--- src/rtl/core/tpfk_pkg.sv ---
// ----------------------------------------------------------------------------
// tpfk_pkg
// Shared types and constants for the tree pose forward kinematics block.
// ----------------------------------------------------------------------------
package tpfk_pkg;

    localparam int MAX_NODES_DEF      = 256;
    localparam int QUAT_FRAC_BITS_DEF = 14;
    localparam int ROT_WIDTH          = 64;
    localparam int POS_WIDTH          = 96;

    localparam logic OPC_COMPOSE   = 1'b0;
    localparam logic OPC_DECOMPOSE = 1'b1;

    typedef struct packed {
        logic               opcode;
        logic [7:0]         node_index;
        logic               has_parent;
        logic [7:0]         parent_index;
        logic signed [15:0] in_qx;
        logic signed [15:0] in_qy;
        logic signed [15:0] in_qz;
        logic signed [15:0] in_qw;
        logic signed [31:0] in_px;
        logic signed [31:0] in_py;
        logic signed [31:0] in_pz;
    } node_item_t;

    typedef struct packed {
        logic [7:0]         out_node;
        logic signed [15:0] out_qx;
        logic signed [15:0] out_qy;
        logic signed [15:0] out_qz;
        logic signed [15:0] out_qw;
        logic signed [31:0] out_px;
        logic signed [31:0] out_py;
        logic signed [31:0] out_pz;
        logic               order_error;
    } pose_item_t;

    typedef enum logic [2:0] {
        OP_NONE,
        OP_LOAD,
        OP_QMUL,
        OP_CROSS,
        OP_ROT,
        OP_FINISH
    } dp_op_t;

    typedef enum logic [2:0] {
        ST_IDLE,
        ST_READ,
        ST_LOAD,
        ST_QMUL,
        ST_CROSS,
        ST_ROT,
        ST_FINISH
    } state_t;

    typedef struct packed {
        logic       capture;
        logic       rd;
        dp_op_t     op;
        logic [1:0] lane;
    } cmd_t;

    typedef struct packed {
        logic linked;
        logic out_full;
    } status_t;

endpackage

--- src/rtl/core/tpfk_ctrl.sv ---
// ----------------------------------------------------------------------------
// tpfk_ctrl
// Sequencer: parent read, quaternion product, cross products, rotation, store.
// ----------------------------------------------------------------------------
module tpfk_ctrl import tpfk_pkg::*; (
    input  logic    clk,
    input  logic    rst_n,
    input  logic    node_valid,
    output logic    node_stall,
    output cmd_t    cmd,
    input  status_t status
);

    state_t     state_reg, state_next;
    logic [1:0] lane_reg, lane_next;

    always_ff @(posedge clk or negedge rst_n)
    begin
        if (!rst_n)
        begin
            state_reg <= ST_IDLE;
            lane_reg  <= 2'd0;
        end
        else
        begin
            state_reg <= state_next;
            lane_reg  <= lane_next;
        end
    end

    always_comb
    begin
        state_next  = state_reg;
        lane_next   = lane_reg;
        node_stall  = 1'b1;
        cmd.capture = 1'b0;
        cmd.rd      = 1'b0;
        cmd.op      = OP_NONE;
        cmd.lane    = lane_reg;
        case (state_reg)
            ST_IDLE:
            begin
                node_stall = 1'b0;
                if (node_valid)
                begin
                    cmd.capture = 1'b1;
                    state_next  = ST_READ;
                end
            end
            ST_READ:
            begin
                cmd.rd     = 1'b1;
                state_next = ST_LOAD;
            end
            ST_LOAD:
            begin
                cmd.op     = OP_LOAD;
                lane_next  = 2'd0;
                state_next = status.linked ? ST_QMUL : ST_FINISH;
            end
            ST_QMUL:
            begin
                cmd.op    = OP_QMUL;
                lane_next = lane_reg + 2'd1;
                if (lane_reg == 2'd3)
                begin
                    lane_next  = 2'd0;
                    state_next = ST_CROSS;
                end
            end
            ST_CROSS:
            begin
                cmd.op    = OP_CROSS;
                lane_next = lane_reg + 2'd1;
                if (lane_reg == 2'd2)
                begin
                    lane_next  = 2'd0;
                    state_next = ST_ROT;
                end
            end
            ST_ROT:
            begin
                cmd.op    = OP_ROT;
                lane_next = lane_reg + 2'd1;
                if (lane_reg == 2'd2)
                begin
                    lane_next  = 2'd0;
                    state_next = ST_FINISH;
                end
            end
            ST_FINISH:
            begin
                if (!status.out_full)
                begin
                    cmd.op     = OP_FINISH;
                    state_next = ST_IDLE;
                end
            end
            default:
            begin
                state_next = ST_IDLE;
            end
        endcase
    end

endmodule

--- config.mk ---
export PLATFORM = sky130hd
export DESIGN_NAME = tpfk_ctrl
export DESIGN_NICKNAME = d
export VERILOG_FILES = /design/src/rtl/core/tpfk_pkg.sv /design/src/rtl/core/tpfk_ctrl.sv
export SDC_FILE = /design/constraint.sdc
export NUM_CORES = 1
export LEC_CHECK = 0
export BUFFER_PORTS_ARGS = -buffer_cell sky130_fd_sc_hd__buf_4
export CORE_AREA = 2 2 39 41
export CTS_CLUSTER_DIAMETER = 200
export DETAILED_ROUTE_END_ITERATION = 8
export DIE_AREA = 0 0 41 43
export GPL_ROUTABILITY_DRIVEN = 0
export PLACE_DENSITY = 0.54
export SLEW_MARGIN = 0
export SYNTH_ARGS = -nofsm -noshare
export SYNTH_HDL_FRONTEND = slang
export SYNTH_SLANG_ARGS = --single-unit
--- constraint.sdc ---
create_clock -name clk -period 1.6 [get_ports clk]
set_input_delay 0.16 -clock clk [delete_from_list [all_inputs] [get_ports clk]]
set_output_delay 0.16 -clock clk [all_outputs]
set_load 0.005 [all_outputs]
== After elaboration in Yosys (flattened, before gate mapping) ==
Index checks and enable logic that the tools add are counted.

* Add/sub/neg operators: 1
* Equal/unequal tests: 13
* Mux-type cells: 16
* Reductions and logical operators: 4

{| class="wikitable"
|+ Operators with widths
! operator !! count
|-
| two-way mux 3 bit || 7
|-
| one-hot mux 3 bit (7 select lines) || 1
|-
| one-hot mux 3 bit (5 select lines) || 1
|-
| != test 2 bit (second input constant) || 5
|-
| equality test 3 bit (second input constant) || 3
|-
| equality test 3 x 2 -> 1 bit (second input constant) || 2
|-
| one-hot mux 2 bit (3 select lines) || 1
|-
| AND reduction 5 bit || 1
|-
| equality test 2 bit (second input constant) || 2
|-
| two-way mux 1 bit || 4
|-
| two-way mux 2 bit || 2
|-
| equality test 3 x 1 -> 1 bit (second input constant) || 1
|-
| zero test 3 bit || 1
|-
| nonzero test 3 bit || 1
|-
| adder 2 x 1 -> 2 bit (second input constant) || 1
|-
| OR reduction 2 bit || 1
|}

* Flip-flop bits (word level): 5
* Input bits: 5
* Output and inout bits: 8
* Word-level logic and storage cells: 36

== Logic depth before layout (Yosys ltp) ==
* Depth after elaboration: 3
* Depth in mapped cells: 5
* Depth with buffers taken out: 5

== Least setup slack after synthesis ==
No wires, ideal clock.

* Kind: reg2reg
* From: reg lane_reg[0]
* To: reg state_reg[2]
* Setup time: 120 ps
* Data arrival time: 1045 ps
* Required time: 1480 ps
* Path slack: 435 ps
* Stages on the path, launching flop included: 5
* Buffers on the path: 0
* Clock period less this slack: 1165 ps
* Path through: dfrtp_1 -> ha_1 -> nand2_1 -> o21ai_0 -> a31o_2

* Cells in the longest elaborated chain, start to end: 3
* Elaborated cells on any way between the ends: 6
* Classes of those cells: eq/ne: 5; reduce/logical: 1

{| class="wikitable"
|+ RTL lines
! element !! line !! RTL
|-
| from (decl) || tpfk_ctrl.sv:15 || <nowiki>logic [1:0] lane_reg, lane_next;</nowiki>
|-
| from (signal assigned) || tpfk_ctrl.sv:27 || <nowiki>lane_reg <= lane_next;</nowiki>
|-
| equality test 2 bit (on tied branches) || tpfk_ctrl.sv:75, tpfk_ctrl.sv:85, tpfk_ctrl.sv:65 ||
|-
| != test 2 bit (no source line) || -- ||
|-
| AND reduction 5 bit (no source line) (*) || -- ||
|-
| to (signal assigned) || tpfk_ctrl.sv:26 || <nowiki>state_reg <= state_next;</nowiki>
|-
| to (decl) || tpfk_ctrl.sv:14 || <nowiki>state_t state_reg, state_next;</nowiki>
|}

Mark *: on every way between the ends. The rest lies on a longest branch, timed or not.
A chain may end at the register's enable or synchronous reset.

==> results.ini <==
[place]
place_worst_setup_slack_ps = 319
numPlacedInstances = 78
detailed_place.area_um2 = 537
hpwl_um = 642
port_buffers = 12

[global_routing]
globalRouteOverflowTotal = 0
grt_pass1_vias = 344
grt_first_pass_wirelength_um = 1420
maximum_number_of_pins_on_one_net_before_global_route_repair = 17
grt_antenna_before_repair = 0
groute.usage.overall_pct = 12.1

[sta]
hold_viol = 0
max_fclk_mhz = 678
final-setup-viol-count = 0
setup_slack_ps = 126
timing.max_slew.rel_slack_pct = 79.2
tightestPinTransition_ps = 312
timing.setup.tns_ps = 0
grt_setup_unrepaired = false
final_max_slew_viol_count = 0
min_period_over_period_pct = 92.1
skew_ps = 3.48
layout_min_cycle_time_ps = 1470

[routing]
vias = 392
detail-route-antenna-nets = 0
vias_per_cell = 4.72
routed_wire_length_per_instance_um = 10.1
detailedRoute.firstPassIterationCount = 4
initialDrtViolationCount = 6
detail_route.drc_violations = 0
routed_wl_um = 836

[critical_path]
critical_path.startpoint = state_reg[0]$_DFFE_PN0P_
critical_path_class = register to output port
worst_r2r_endpoint = state_reg[2]$_DFFE_PN0P_
worst_ep_required_time_ps = 1440
reg2reg_slack_ps = 340
setup.worst_path.start_class = register
endpoint_kind = output port
endpoint = cmd[6]
arrival_ps = 1310
critical_path.max_fanout = 13
r2r.worst_path.cells = 4
r2r_start = lane_reg[0]$_DFFE_PN0P_

[floorplan]
number_of_top_level_design_ports = 13
initial_core_utilization_pct = 32.2
core_region_area_mm2 = 0.00138
die_height_um = 43
horizontal_die_dimension_um = 41
std_cell_rows = 14
die-area_mm2 = 0.00176

[synthesis]
synth_cells = 53
ys_ff_latch = 5
post_synthesis_net_count = 62
synthesized_area_divided_by_synthesized_cell_count_um2 = 8.40
synth_seq_area_share_pct = 28.1
ys_warn_count = 0
synth.distinct_cells = 26
mapped_cell_area_um2 = 445

[hold_path]
holdCritPathClass = primary input to register
hold_depth = 3

[clocking]
numClockSinks = 5
tritoncts.num_buffers = 3
htree_num_levels = 1
clk_pin_slew_ps = 40
clk_latency_ps = 230
clock_tree_from_tritoncts = built
root_buffer = sky130_fd_sc_hd__clkbuf_4
cts.path.max_buffers = 2
postCtsSetupBuffers = 0

[cells_and_area]
layout-area-overhead-vs-synth_pct = 28.9
insertedDiodeCount = 0
largest_register_ff_count = 3
final_cell_area_um2 = 574
layout.cells.non_filler = 83
finish.net_count = 77
final_layout_size_suffix_gt1_share_pct = 34.3
mostFrequentLayoutCell = sky130_fd_sc_hd__buf_4

[power_and_ir_drop]
peakVddDrop_mv = 0.811
power_leakage_nw = 0.268
fin_total_pwr_mw = 1.15
pwr_cell_area_mw_per_mm2 = 1990

[status]
status = complete, no violations

[flow_run]
max-cap-violations = 0

## per-layer routing
layer  GRT usage [%]  up-vias  wire, µm
met5               0        -         0
met4            6.00        0         0
met3            4.71        0        27
met2            16.6        7       391
met1            16.0      174       416
li1                -      211         -
## worst min path at each step
stage | to | from | slack, ps
4_1_cts | state_reg[1]$_DFFE_PN0P_ | status[0] | 210
2_1_floorplan | lane_reg[0]$_DFFE_PN0P_ | rst_n | -140
5_1_grt | state_reg[1]$_DFFE_PN0P_ | status[0] | 240
3_5_place_dp | state_reg[2]$_DFFE_PN0P_ | rst_n | -30
6_report | state_reg[1]$_DFFE_PN0P_ | status[0] | 220
3_3_place_gp | state_reg[2]$_DFFE_PN0P_ | rst_n | -40
## Yosys cell counts (all sizes together)
| cell | n | share of area, % |
|---|---|---|
| a211oi | 2 | 3.4 |
| a21oi | 3 | 3.4 |
| a22oi | 2 | 3.4 |
| a31o | 1 | 2.0 |
| and2b | 3 | 6.2 |
| buf | 4 | 5.9 |
| dfrtp | 5 | 28 |
| ha | 4 | 11 |
| inv | 4 | 3.4 |
| mux2i | 2 | 4.5 |
| nand2 | 3 | 2.5 |
| nand2b | 1 | 1.4 |
| nand3 | 1 | 1.1 |
| nand3b | 1 | 1.7 |
| nor2 | 5 | 4.8 |
| nor2b | 1 | 1.4 |
| o211ai | 1 | 1.7 |
| o21a | 1 | 1.7 |
| o21ai | 6 | 6.7 |
| o22ai | 1 | 1.4 |
| or2b | 1 | 1.7 |
| or3 | 1 | 2.5 |
## report_power, final
part	total (mW)	switching, mW	internal [mW]
Combinational	0.690	0.302	0.389
Sequential	0.317	0.123	0.194
Clock	0.138	0.0446	0.0938
## what timing repair did
item	4_1_cts	5_1_grt
hold buffers	1	0
endpoints found under the hold margin	5	0
resized for setup	0	1
endpoints found under the setup margin	0	2
## critical path, stage by stage, from the launching register on
cell and delay (ps):
sky130_fd_sc_hd__dfrtp_1 480, sky130_fd_sc_hd__or3_4 410, sky130_fd_sc_hd__nor2_2 80, sky130_fd_sc_hd__buf_4 110
## final cells by class
cell class | count | area (µm²)
fillers | 142 | 810
multi-input cells | 40 | 279
flip-flops and latches | 5 | 126
repair buffers | 14 | 108
clock buffers | 4 | 26.3
well taps | 16 | 20.0
inverters | 4 | 15.0
## through the flow
stage / utilization (%) / hold WS [ps]
after floorplan: - / -136
after global placement: 38.8 / -35.4
after detailed placement: 38.8 / -34.0
after CTS: 41.4 / 212
after global routing: 41.5 / 238
final: 41.5 / 216
## kinds of logic after synthesis
kind of cell             count (synthesis)  synth area share (%)
buffers and inverters                    8                  9.27
AO/OA/AOI/OAI                           17                  23.6
AND/OR/NAND/NOR                         17                  23.3
multiplexers                             2                  4.49
adder cells (fa/ha/maj)                  4                  11.2
flip-flops                               5                  28.1
Power figures use the tool's default switching activity.
